[config.mk]
export PLATFORM = sky130hd
export DESIGN_NAME = prr_ctrl
export DESIGN_NICKNAME = d
export VERILOG_FILES = /design/src/hdl/prr_pkg.sv /design/src/hdl/prr_ctrl.sv
export SDC_FILE = /design/constraint.sdc
export NUM_CORES = 1
export LEC_CHECK = 0
export ABC_AREA = 1
export BUFFER_PORTS_ARGS = -buffer_cell sky130_fd_sc_hd__buf_2
export CORE_AREA = 2 2 39 41
export DETAILED_ROUTE_END_ITERATION = 10
export DIE_AREA = 0 0 41 43
export HOLD_SLACK_MARGIN = 0.03
export PLACE_DENSITY = 0.73
export SLEW_MARGIN = 10
export SYNTH_ARGS = -nofsm -noshare
export SYNTH_HDL_FRONTEND = slang
export SYNTH_SLANG_ARGS = --single-unit
[constraint.sdc]
create_clock -name i_clk -period 1.9 [get_ports i_clk]
set_clock_uncertainty 0.15 [all_clocks]
set_input_delay 0.095 -clock i_clk [delete_from_list [all_inputs] [get_ports i_clk]]
set_output_delay 0.095 -clock i_clk [all_outputs]
set_load 0.01 [all_outputs]
[src/hdl/prr_pkg.sv]
// prr_pkg: shared constants, types and helper functions of the polyphase resampler
// used by prr_ctrl, prr_dpath and polyphase_rational_resampler_unit
`timescale 1ns / 1ps
`default_nettype none

package prr_pkg;

    localparam int NTAPS        = 32;
    localparam int MAX_RATE     = 16;
    localparam int SAMPLE_WIDTH = 16;
    localparam int COEF_WIDTH   = 16;

    localparam int TAP_W   = $clog2(NTAPS);
    localparam int PH_W    = $clog2(MAX_RATE);
    localparam int RATE_W  = 5;
    localparam int PROD_W  = SAMPLE_WIDTH + COEF_WIDTH;
    localparam int ACC_W   = PROD_W + TAP_W;
    localparam int CADDR_W = PH_W + TAP_W;

    localparam int IN_DATA_W  = 64;
    localparam int OUT_DATA_W = 32;
    localparam int PADDR_W    = 3;
    localparam int PDATA_W    = 32;

    localparam logic [0:0] REG_INTERP = 1'b0;
    localparam logic [0:0] REG_DECIM  = 1'b1;

    localparam logic KIND_SAMPLE = 1'b0;
    localparam logic KIND_COEF   = 1'b1;

    typedef struct packed {
        logic             hist_wr;
        logic             coef_wr;
        logic             skip_dec;
        logic             mac_issue;
        logic             mac_clr;
        logic [TAP_W-1:0] tap;
        logic             step_init;
        logic             div_step;
        logic             out_load;
    } t_cmd;

    typedef struct packed {
        logic skip_nz;
        logic mac_busy;
        logic div_more;
        logic adv_nz;
        logic out_free;
    } t_sts;

    function automatic logic [RATE_W-1:0] clamp_rate(input logic [RATE_W-1:0] v);
        logic [RATE_W-1:0] r;
        if (v == '0) begin
            r = RATE_W'(1);
        end else if (v > RATE_W'(MAX_RATE)) begin
            r = RATE_W'(MAX_RATE);
        end else begin
            r = v;
        end
        return r;
    endfunction

    function automatic logic [SAMPLE_WIDTH-1:0] sat_out(input logic signed [ACC_W-1:0] a);
        logic signed [ACC_W-1:0]          sh;
        logic [ACC_W-SAMPLE_WIDTH:0]      hi;
        logic [SAMPLE_WIDTH-1:0]          r;
        sh = a >>> (COEF_WIDTH - 1);
        hi = sh[ACC_W-1:SAMPLE_WIDTH-1];
        if ((&hi) || (~|hi)) begin
            r = sh[SAMPLE_WIDTH-1:0];
        end else if (sh[ACC_W-1]) begin
            r = {1'b1, {(SAMPLE_WIDTH-1){1'b0}}};
        end else begin
            r = {1'b0, {(SAMPLE_WIDTH-1){1'b1}}};
        end
        return r;
    endfunction

endpackage

`default_nettype wire

[src/hdl/prr_ctrl.sv]
// prr_ctrl: sequencer of the resampler, issues history and coefficient writes, skips, tap reads,
// phase steps and output loads; depends on prr_pkg
`timescale 1ns / 1ps
`default_nettype none

module prr_ctrl (
    input  wire logic          i_clk,
    input  wire logic          i_rst_n,
    input  wire logic          i_in_valid,
    input  wire logic          i_in_kind,
    output logic               o_in_ready,
    input  wire prr_pkg::t_sts i_sts,
    output prr_pkg::t_cmd      o_cmd
);
    import prr_pkg::*;

    typedef enum logic [2:0] {
        S_IDLE,
        S_MAC,
        S_DRAIN,
        S_STEP,
        S_DIV,
        S_EMIT
    } t_state;

    t_state           r_state, n_state;
    logic [TAP_W-1:0] r_tap, n_tap;
    logic             w_acc;

    assign o_in_ready = (r_state == S_IDLE);
    assign w_acc      = i_in_valid && o_in_ready;

    always_comb begin
        n_state = r_state;
        n_tap   = r_tap;
        o_cmd   = '0;
        o_cmd.tap = r_tap;
        unique case (r_state)
            S_IDLE: begin
                if (w_acc) begin
                    if (i_in_kind == KIND_COEF) begin
                        o_cmd.coef_wr = 1'b1;
                    end else begin
                        o_cmd.hist_wr = 1'b1;
                        if (i_sts.skip_nz) begin
                            o_cmd.skip_dec = 1'b1;
                        end else begin
                            n_state = S_MAC;
                            n_tap   = '0;
                        end
                    end
                end
            end
            S_MAC: begin
                o_cmd.mac_issue = 1'b1;
                o_cmd.mac_clr   = (r_tap == '0);
                n_tap           = r_tap + TAP_W'(1);
                if (r_tap == TAP_W'(NTAPS - 1)) begin
                    n_state = S_DRAIN;
                end
            end
            S_DRAIN: begin
                if (!i_sts.mac_busy) begin
                    n_state = S_STEP;
                end
            end
            S_STEP: begin
                o_cmd.step_init = 1'b1;
                n_state         = S_DIV;
            end
            S_DIV: begin
                if (i_sts.div_more) begin
                    o_cmd.div_step = 1'b1;
                end else begin
                    n_state = S_EMIT;
                end
            end
            S_EMIT: begin
                if (i_sts.out_free) begin
                    o_cmd.out_load = 1'b1;
                    if (i_sts.adv_nz) begin
                        n_state = S_IDLE;
                    end else begin
                        n_state = S_MAC;
                        n_tap   = '0;
                    end
                end
            end
            default: begin
                n_state = S_IDLE;
            end
        endcase
    end

    always_ff @(posedge i_clk) begin
        if (!i_rst_n) begin
            r_state <= S_IDLE;
            r_tap   <= '0;
        end else begin
            r_state <= n_state;
            r_tap   <= n_tap;
        end
    end

endmodule

`default_nettype wire

==> reports/summary.md, run 1 <==
The final count of pins violating max slew was 0. The class of the worst hold path was input port to register. The synthesized area per cell came out at 6.047 um2. The global-route congestion overflow total was 0; the maximum achievable frequency was 574.2 MHz.

The run finished with clean final reports. The required time of the worst setup path was 1650 ps. The proportion of layout cells with a drive suffix above 1 came out at 31.71%.

The run gives 3 as the total CTS buffers. The synthesized design contains 0 enable-type register cells. The post-route total power is 0.6931 mW. For this design the ratio of total power to cell area is 920.2 mW/mm2. The number of inserted filler cells in the final layout was 151; the area of the core was 0.001384 mm2. The most numerous cell in the Yosys netlist was nand2_1. The max capacitance violation total came out at 0. Detailed placement ended at an HPWL of 1036 um.

Counting tap cells, the placed design contains a total of 134 instances. For the final routed database, the setup TNS stands at 0 ps. The die is 43 um tall. For the pin with the worst max-slew slack, the measured transition is 262.3 ps. The DRC marker count from the first detailed-route iteration was 19; the maximum number of pins on one net before global-route repair was 8. Final hold analysis gives a worst-case slack of 60.52 ps. For the post-route antenna net violation count, the log shows 0. TritonCTS built the clock tree. Data arrives at the worst endpoint at 1500 ps.

The average detailed-routed wire length per instance was 9.288 um; the x dimension of the die was 41 um. The number of setup violations in the final report is 0. The tools report the die area as 0.001763 mm2. The total of flip-flops plus latches after synthesis works out to 8. In the routed design, unresolved DRC markers number 0. The via count normalized by instance count is 4.835, and the cell area after synthesis is 580.6 um2.

The count of cells in the finished layout, fillers not included, comes to 139. The slowest stage of the critical path is the dfxtp_1 cell. After synthesis, flip-flops and latches occupy 27.59% of the total area.

Total count of hold-check failures in the final report: 0. Setup repair after global routing left no endpoint under its margin. The number of antenna violations at the first check in global routing came out at 0. The run gives 14 as the standard-cell row count.

After synthesis, the most frequently instantiated cells are nand2_1, inv_1, nor2_1. The largest single stage delay on the critical path is 350 ps. Once the clock tree was built, the setup fixing pass inserted 0 buffers.

The antenna diode count is 0, and the clock-pin transition on the worst setup and hold timing paths is 50 ps. Synthesis produced a netlist with a net count of 108. Across the VDD grid, the largest voltage drop is 556.6 uV. The final layout contains routed wiring with a total length of 1291 um. The tools report the kind of end point of the critical path as an output pin. Via count of the first global-routing pass: 560. The cell at the root of the clock tree is clkbuf_4. For the worst-skew pair, the clock arrives at the later sink with an insertion delay of 250 ps. Among all flip-flop cells after synthesis, the most frequent one is dfxtp_1. The minimum clock period after layout was 1741 ps. Summed over all cells, the static leakage comes to 0.4045 nW.

In the final design database the tool counted 137 nets. The number of different library cells used by synthesis comes to 17. For this configuration, the core starts out at a cell density of 41.95%.

The clock passes through at most 2 buffers. Summed over all instances, the cell type with the most area after synthesis is dfxtp_1. The number of buffers inserted by port buffering came out at 22. The overall via count from detail_route is 672, and the share of synthesized registers carrying an async set or reset is 0%.

After technology mapping, the gate count stands at 96. By instance count, the cell type seen most on the critical path is inv_2. At the end of routability-driven placement, the weighted congestion stood at 0.7741. The period utilization is 91.66%, and the fraction of synthesized cell area taken by the top area cell type is 27.59%. The run gives 1 as the level count of the clock H-tree. Along the worst path, the maximum fanout reaches 6. In the post-synthesis netlist, the biggest area contributors are dfxtp_1, nand2_1, inv_1, nor2_1, nand3_1. The tree built by TritonCTS fans out to 8 sinks. The worst setup path is of the register to output pin kind. Yosys printed 0 warnings. The kind of start point of the critical path is a register. The global-route wire length before repair was 2090 um. The detailed-routing iteration count for the pre-antenna-repair pass is 4. Global routing consumed, over all layers together, 17.14% of the routing resources. The layout-stage area growth over the synthesis result came out at 29.74%.

During I/O placement, the number of pins put on the boundary was 23. The relative slew slack was 82.35%. The critical path goes through nor2_2 > inv_2 > nor2_4 > inv_2 > nor4_1 > buf_2.
## metal layers
layer  vias to the layer above  GRT usage [%]  wire, um  part of all wire, %
li1                        355              -         -                    -
met1                       291          21.17       559                   43
met2                        24          26.25       615                   48
met3                         2          4.712       104                  8.1
met4                         0          8.000        11                 0.85
met5                         -              0         0                    0
## flip-flops by register name, summed over array words and instances, names as in the netlist
name and count:
r_tap 5, r_state 3
## stage by stage
| stage | util [%] | worst slack (ps) | instance area [um2] |
|---|---|---|---|
| finish | 54.43 | 158.6 | 753.2 |
| global route | 54.43 | 33.40 | 753.2 |
| CTS | 54.43 | 169.9 | 753.2 |
| detailed placement | 51.36 | 275.5 | 710.7 |
| global placement | 51.36 | 318.8 | 710.7 |
| floorplan | - | 314.9 | 580.6 |
## path summary, 6_finish.rpt
kind | from | cells after the start | slack, ps | end
hold / removal | i_sts[0] | 4 | 60 | r_state[2]
setup reg to reg | r_tap[0] | 11 | 280 | r_state[0]
hold reg to reg | r_tap[3] | 2 | 330 | r_tap[3]
setup / recovery | r_state[1] | 6 | 160 | o_cmd[8]
## layout by cell type (no fill, tap or decap), types with 3 or more instances in the layout
| cell type | Yosys | routed |
|---|---|---|
| nor2_1 | 14 | 14 |
| clkbuf_4 | 0 | 3 |
| nand2_1 | 23 | 23 |
| buf_2 | 0 | 22 |
| inv_2 | 5 | 5 |
| a21oi_1 | 7 | 7 |
| inv_1 | 14 | 14 |
| nor2_2 | 4 | 4 |
| dfxtp_1 | 8 | 8 |
| ha_1 | 3 | 3 |
| nand3_1 | 8 | 8 |
## kinds of logic (layout without fill, tap and decap cells)
group | Yosys count | count (layout) | share of synthesized area [%]
buf+inv | 19 | 46 | 12.28
fa+ha+maj | 3 | 3 | 6.466
flops | 8 | 8 | 27.59
compound gates | 8 | 8 | 6.895
simple gates | 58 | 58 | 46.77
## area by class of cell
| type | count | area [um2] | share of cell area [%] |
|---|---|---|---|
| inverters | 19 | 71.32 | 9.468 |
| flip-flops and latches | 8 | 160.2 | 21.26 |
| clock buffers | 3 | 22.52 | 2.990 |
| well taps | 16 | 20.02 | 2.658 |
| repair buffers | 24 | 130.1 | 17.28 |
| multi-input cells | 69 | 349.1 | 46.35 |
## where the power goes
part,switching [mW],internal (mW)
clock,0.0551,0.0721
sequential,0.0299,0.190
combinational,0.219,0.127
total,0.304,0.389
## worst max-delay path: cells and delay by family (launching register included)
family | cells | cell delay (ps)
buffers and inverters | 3 | 330
AND/OR/NAND/NOR | 3 | 560
flip-flops | 1 | 350
## timing repair
action / 4_1_cts / 5_1_grt
hold endpoints to repair: 2 / 0
hold buffers: 2 / 0
gates resized for setup: 0 / 0
No activity file was read; power rests on OpenSTA's default activity.
==> run 2: changes to the inputs <==
Settings changed: ABC_AREA 1 to 0, PLACE_DENSITY 0.73 to 0.74.
==> reports/summary.md, run 2 <==
The logs give 1840 ps (+340 ps) for the data arrival time of the worst path and 0 (unchanged) for the buffer count from post-CTS setup fixing. For the post-route worst setup slack, the log shows 92.35 ps (-66.20 ps). The flow ran to the end, and the final reports show no timing, DRC or antenna violations. The number of synthesized flops with an enable pin was 0 (unchanged); the synthesized netlist net count was 83 (-23%).

Net count reported at finish: 112 (-18%). For the global-route wire length before repair, the log shows 2373 um (+14%). The gate family responsible for the most delay along the worst path was adder cells. The fraction of synthesized cell area taken by the top area cell type is 27.23% (-0.35 points). The part of the Yosys area used for sequential elements came out at 27.23% (-0.35 points).

The critical register-to-register path startpoint is r_tap[1]. The tools report the cell at the root of the clock tree as clkbuf_4. The run gives 0 (unchanged) as the max capacitance violation total. The final count of pins violating max slew is 0 (unchanged). Minimum clock period after layout: 1808 ps (+66.20 ps). Global-route usage over all layers: 20.28% (+3.1 points).

TritonCTS built the clock tree. The total count of hold-check failures in the final report is 0 (unchanged), and the setup slack on the worst flop-to-flop path is 90 ps (-190 ps). The delay of the slowest cell on the worst path is 390 ps (+40 ps), and the net switching share of the total power is 27.87% (-16 points). The average detailed-routed wire length per instance works out to 12.72 um (+37%).

The clock share of power is 34.2% (+16 points). The logs give 1124 um (+8.5%) for the half-perimeter wire length after detailed placement and 3 (unchanged) for the total CTS buffers. Setup repair after global routing could not meet its margin everywhere.

For the final standard cell area without fillers, the log shows 779.5 um2 (+3.5%). The critical path buffer and inverter count is 0 (-3), and the clock tree buffer depth is 2 (unchanged). The detailed-routing iteration count for the pre-antenna-repair pass came out at 4 (unchanged). The run gives 0 (unchanged) as the number of antenna violations at the first check in global routing. The biggest fanout along the worst timing path is 5 (-1). Internal power: 0.2859 mW (-27%).

The period utilization was 95.14% (+3.5 points). Ranked by total cell area, the synthesized netlist is headed by dfxtp_1, ha_1, a21oi_1, a221oi_4, nand2_1. The most common cell after layout, fill and taps aside is buf_2.

Walking the worst path, the cells encountered are ha_1 > and3_1 > ha_1 > nor4b_4 > a41oi_1 > nand4_1 > o21ai_0. The cell area after placement came out at 719.4 um2 (+1.2%). The run gives 14 (unchanged) as the standard-cell row count. The share of synthesized registers carrying an async set or reset is 0% (unchanged). STA classifies the critical path endpoint as a register. The tools report the count of pins on the block boundary as 23 (unchanged).

The largest registers in the layout are r_tap x5, r_state x3. The proportion of layout cells with a drive suffix above 1 was 37.76% (+6.0 points); the transition at the pin with the smallest max-transition slack was 528.4 ps (+266.0 ps). Maximum number of pins on one net before global-route repair: 11 (+3).

The final weighted congestion in routability-driven placement came out at 0.8042 (+3.9%). In this run the worst hold path is classified as input port to register. The tools report the DRC marker count from the first detailed-route iteration as 8 (-11).

The startpoint identified for the worst hold timing path is i_sts[0]. Ranked by instance count, the synthesized netlist is headed by dfxtp_1, nand2_1, a21oi_1, inv_1, nor2_1. Die area: 0.001763 mm2 (unchanged). The largest individual stage delay along the critical path comes from the cell dfxtp_1. The leakage power figure was 0.3610 nW (-11%). The tools report the post-route worst hold slack as 92.81 ps (+32.29 ps).

The overall via count from detail_route is 645 (-4.0%), and the via count normalized by instance count is 5.658 (+17%). The most numerous cell in the Yosys netlist is dfxtp_1. For the relative slew slack, the log shows 64.73% (-18 points). The run gives 0 (unchanged) as the post-route antenna net violation count.

The x dimension of the die was 41 um (unchanged). From synthesis to final layout, the design area changed by 32.55%. In this run the critical register-to-register path is captured at r_state[0]. The tools report the maximum vdd drop as 240.7 uV (-57%).

The via count of the first global-routing pass is 584 (+4.3%), and the number of buffers inserted by port buffering is 22 (unchanged). The number of gates on the worst path with buffers counted is 7 (+1). The maximum achievable frequency was 553.2 MHz (-3.7%). The number of stages on the worst hold path was 3 (-1); the total of flip-flops plus latches after synthesis was 8 (unchanged). The tools report the cell area after synthesis as 588.1 um2 (+1.3%). Top cell type by total area after synthesis: dfxtp_1. The synthesized area per cell is 8.283 um2 (+37%).

The logs give 0 ps (unchanged) for the aggregate negative setup slack and 1 (unchanged) for the level count of the clock H-tree. The logs give 71 (-26%) for the synthesized netlist cell count and 0.001384 mm2 (unchanged) for the area of the core. The number of cell instances on the worst register-to-register path works out to 7 (-4). The setup path with the least slack is of type register to register.

In the layout the commonest cells are buf_2, dfxtp_1, nand2_1. The switching power is 0.1105 mW (-64%). The run gives 44.5% (+13 points) as the share of power burned in registers.

The vertical die dimension is 43 um (unchanged), and the clock-pin transition on the worst setup and hold timing paths is 60 ps (about the same). For the post-route total power, the log shows 0.3963 mW (-43%). Ranked by flip-flop count, first place goes to r_tap. The total DRC errors in the routed layout is 0 (unchanged).

For this run, the leading register cell type out of synthesis is dfxtp_1. For the required time of the worst setup path, the log shows 1930 ps (+280 ps). The worst setup path is launched from a register. The tools report the final wirelength as 1450 um (+12%).

The number of flip-flops in the largest register was 5 (unchanged); the total of warnings raised by yosys was 0 (unchanged). The worst hold path terminates at r_state[2]. The tools report the combinational share of power as 21.3% (-29 points). The number of setup violations in the final report was 0 (unchanged); the power density over cell area was 508.5 mW/mm2 (-45%). The initial standard-cell utilization of the core is 42.50% (+0.54 points), and the antenna diode count is 0 (unchanged). The tools report the count of unique library cells instantiated by Yosys as 36 (+19). The cell that appears most often on the critical path is ha_1.

The worst-case setup slack after placement was 45.84 ps (-229.7 ps). The logs give 0 (unchanged) for the global-route congestion overflow total and 260 ps (about the same) for the insertion delay of the later-clocked pin in the worst-skew pair. For the number of clock sinks seen by CTS, the log shows 8 (unchanged).
==> run 2: cell count changes in the layout (fill, tap and decap cells not counted), moves of 3 or more <==
cell	previous run	this run
nand2_1	23	7
nor2_1	14	5
inv_1	14	6
buf_4	0	3
inv_2	5	0
nand3_1	8	1
==> run 2: metal layers <==
layer,vias up,routed length [um],GRT usage [%]
li1,313,-,-
met5,-,0,0
met2,23,751,31.56
met4,0,47,13.33
met1,304,560,22.88
met3,5,90,5.236
==> run 2: power groups by stage <==
stage	logic, mW	clock network, mW	registers (mW)
after global placement	0.0759	0	0.180
after detailed placement	0.0786	0	0.180
final	0.0844	0.135	0.177
after global routing	0.0947	0.149	0.177
after CTS	0.0822	0.141	0.176
after floorplan	0.0467	0	0.180
==> run 2: area by class of cell <==
class | count | area [um2]
Sequential cell | 8 | 160.2
Clock buffer | 3 | 22.52
Tap cell | 16 | 20.02
Timing Repair Buffer | 27 | 152.6
Inverter | 6 | 22.52
Multi-Input combinational cell | 54 | 401.6
Fill cell | 131 | 604.3
==> run 2: how the worst max path moves through the flow <==
stage / start / end / slack (ps)
final: r_tap[1] / r_state[0] / 90
after CTS: r_state[2] / o_cmd[8] / 20
after global placement: r_tap[1] / r_state[0] / 150
after global routing: r_tap[1] / r_state[0] / -60
after detailed placement: r_tap[1] / r_state[0] / 50
after floorplan: r_tap[0] / r_state[0] / 140
==> run 2: through the flow <==
stage	utilization, %	instances
2_1_floorplan	-	71
3_3_place_gp	51.99	109
3_5_place_dp	51.99	109
4_1_cts	55.06	114
5_1_grt	56.33	114
6_report	56.33	114
==> run 2: timing repair <==
item / in CTS / in global routing
setup endpoints to repair: 0 / 2
endpoints found under the hold margin: 3 / 0
hold buffers: 2 / 0
resized for setup: 0 / 3
==> run 2: kinds of logic (layout without fill, tap and decap cells) <==
| group | Yosys count | count (layout) | synth area share [%] |
|---|---|---|---|
| AO/OA/AOI/OAI | 20 | 20 | 26.39 |
| adder cells (fa/ha/maj) | 3 | 3 | 6.384 |
| buffers and inverters | 9 | 36 | 7.446 |
| flip-flops | 8 | 8 | 27.23 |
| AND/OR/NAND/NOR | 31 | 31 | 32.56 |
==> run 2: worst reg2reg max path, delay by kind of cell, from the launching register on <==
| kind | cells | cell delay, ps |
|---|---|---|
| AO/OA/AOI/OAI | 2 | 390 |
| adder cells (fa/ha/maj) | 2 | 440 |
| flip-flops | 1 | 390 |
| AND/OR/NAND/NOR | 3 | 360 |
==> run 3: changes to the inputs <==
==> constraint.sdc (replaced) <==
create_clock -name i_clk -period 1.9 [get_ports i_clk]
set_clock_uncertainty 0.15 [all_clocks]
set_input_delay 0.38 -clock i_clk [delete_from_list [all_inputs] [get_ports i_clk]]
set_output_delay 0.38 -clock i_clk [all_outputs]
set_load 0.01 [all_outputs]
==> reports/summary.md, run 3 (synthesis gave the netlist of run 2 again) <==
The leakage power figure came out at 0.3793 nW (+5.1%). The run gives 339.3 uV (+41%) as the maximum vdd drop. In this run the clock root is driven by a clkbuf_4. Post-route antenna net violation count: 0 (unchanged). The tools report the final count of pins violating max slew as 0 (unchanged).

The internal power was 0.2871 mW (+0.43%). The total count of hold-check failures in the final report is 0 (unchanged). In the layout the commonest cells are buf_2, buf_4, nand2_1. Standard-cell row count: 14 (unchanged).

The biggest fanout along the worst timing path was 6 (+1). The final weighted congestion in routability-driven placement was 0.7409 (-7.9%). The global-route usage over all layers was 18.04% (-2.2 points).

The net switching share of the total power was 27.71% (-0.17 points). The x dimension of the die works out to 41 um (unchanged). Insertion delay of the later-clocked pin in the worst-skew pair: 260 ps (about the same). The run gives 113 (+3.7%) as the number of instances in the placed design. The number of flip-flops in the largest register is 5 (unchanged), and the net count reported at finish is 115 (+2.7%). The relative slew slack was 81.30% (+17 points); the power density over cell area was 495.1 mW/mm2 (-2.6%). The overall via count from detail_route was 655 (+1.6%). The total DRC errors in the routed layout is 0 (unchanged).

The initial standard-cell utilization of the core came out at 42.50% (unchanged). The minimum clock period after layout is 1826 ps (+18.63 ps), and the switching power is 0.1100 mW (-0.41%). Required time of the worst setup path: 1370 ps (-560 ps). The run gives 0 (unchanged) as the global-route congestion overflow total. The aggregate negative setup slack was 0 ps (unchanged). STA classifies the critical path startpoint as a register. The count of hold buffers inserted by post-cts repair was 0 (-2); the via count normalized by instance count was 5.598 (-1.1%). The tools report the half-perimeter wire length after detailed placement as 1147 um (+2.1%).

The proportion of layout cells with a drive suffix above 1 is 45.54% (+7.8 points), and the layout-stage area growth over the synthesis result is 36.38%. The clock-pin transition on the worst setup and hold timing paths works out to 60 ps (about the same). The tools report the final design utilization as 57.96% (+1.6 points). The tools report the clock tree buffer depth as 2 (unchanged).

The library cell used most frequently in the layout, excluding fill and tap cells, is buf_2. Setup repair after global routing could not meet its margin everywhere. The count of pins on the block boundary came out at 23 (unchanged). The maximum achievable frequency is 547.6 MHz (-1.0%). The cell area after placement is 749.5 um2 (+4.2%).

The level count of the clock H-tree is 1 (unchanged). The average detailed-routed wire length per instance was 12.30 um (-3.3%). The die area was 0.001763 mm2 (unchanged).

The register ranked first by flip-flop count is r_tap. The worst setup path is captured at an output pin. The final wirelength is 1439 um (-0.76%), and the antenna diode count is 0 (unchanged). The tools report the post-route total power as 0.3971 mW (+0.19%). The worst setup path is of the register to output pin kind. Maximum number of pins on one net before global-route repair: 8 (-3). The number of buffers inserted by port buffering is 22 (unchanged).

The tools report the total CTS buffers as 3 (unchanged). For the number of setup violations in the final report, the log shows 0 (unchanged). The logs give 87.51 ps (+41.67 ps) for the worst-case setup slack after placement and 8 (unchanged) for the number of clock sinks seen by CTS.

The tools report the global-route wire length before repair as 2166 um (-8.7%). The data arrival time of the worst path is 1300 ps (-540 ps). The vertical die dimension is 43 um (unchanged), and the via count of the first global-routing pass is 560 (-4.1%).

The logs give 73.72 ps (-18.63 ps) for the post-route worst setup slack and 257.8 ps (+165.0 ps) for the post-route worst hold slack. Transition at the pin with the smallest max-transition slack: 280.5 ps (-247.9 ps). The clock share of power was 33.7% (-0.5 points); the area of the core was 0.001384 mm2 (unchanged).

The non-filler instance count after layout came out at 117 (+2.6%). The logs give 44.1% (-0.4 points) for the share of power burned in registers and 190 ps (+100 ps) for the setup slack on the worst flop-to-flop path. The flow ran to the end, and the final reports show no timing, DRC or antenna violations. The run gives 0 (unchanged) as the number of antenna violations at the first check in global routing. The largest registers in the layout are r_tap x5, r_state x3. The logs give 4 (unchanged) for the detailed-routing iteration count for the pre-antenna-repair pass and 0 (unchanged) for the max capacitance violation total.

TritonCTS built the clock tree. The period utilization was 96.12% (+0.98 points); the combinational share of power was 22.2% (+0.9 points). For the final standard cell area without fillers, the log shows 802.0 um2 (+2.9%). Class of the worst hold path: input port to register. The DRC marker count from the first detailed-route iteration is 7 (-1).
[run 3: cell count changes in the layout (fill, tap and decap cells not counted), moves of 2 or more]
cell           before  now
buf_4               3    8
dfxtp_1             8    5
dfxtp_2             0    2
dlygate4sd3_1       2    0
[run 3: cell type report]
type	count	area, um2
Clock buffer	3	22.52
Fill cell	143	581.8
Sequential cell	8	166.4
Tap cell	16	20.02
Inverter	6	22.52
Timing Repair Buffer	30	170.2
Multi-Input combinational cell	54	400.4
[run 3: path summary, 6_finish.rpt]
path,startpoint,endpoint,cells past startpoint
max,r_state[1],o_cmd[1],4
min reg2reg,r_tap[3],r_tap[3],2
max reg2reg,r_tap[0],r_state[0],7
min,i_rst_n,r_state[2],2
[run 3: per-layer routing]
layer	track usage (%)	part of all wire, %	vias to the layer above
met3	3.141	4.7	6
li1	-	-	323
met1	20.20	39	301
met5	0	0	-
met4	12.00	3.5	0
met2	29.06	52	25
[run 3: power by group through the flow]
stage	clock network [mW]	registers [mW]	logic [mW]
after floorplan	0	0.180	0.0467
after global placement	0	0.179	0.0790
after detailed placement	0	0.179	0.0822
after CTS	0.138	0.176	0.0862
after global routing	0.149	0.176	0.0979
final	0.134	0.175	0.0883
[run 3: worst max-delay path: stages (launching register included)]
cell and delay, ps:
dfxtp_2 370, buf_4 170, nand2b_1 170, nor3b_1 180, buf_2 150
[run 3: timing repair]
item                                    CTS  global route
gates resized for setup                   3             5
setup buffers                             1             0
pin swaps                                 1             0
endpoints found under the setup margin    4             4
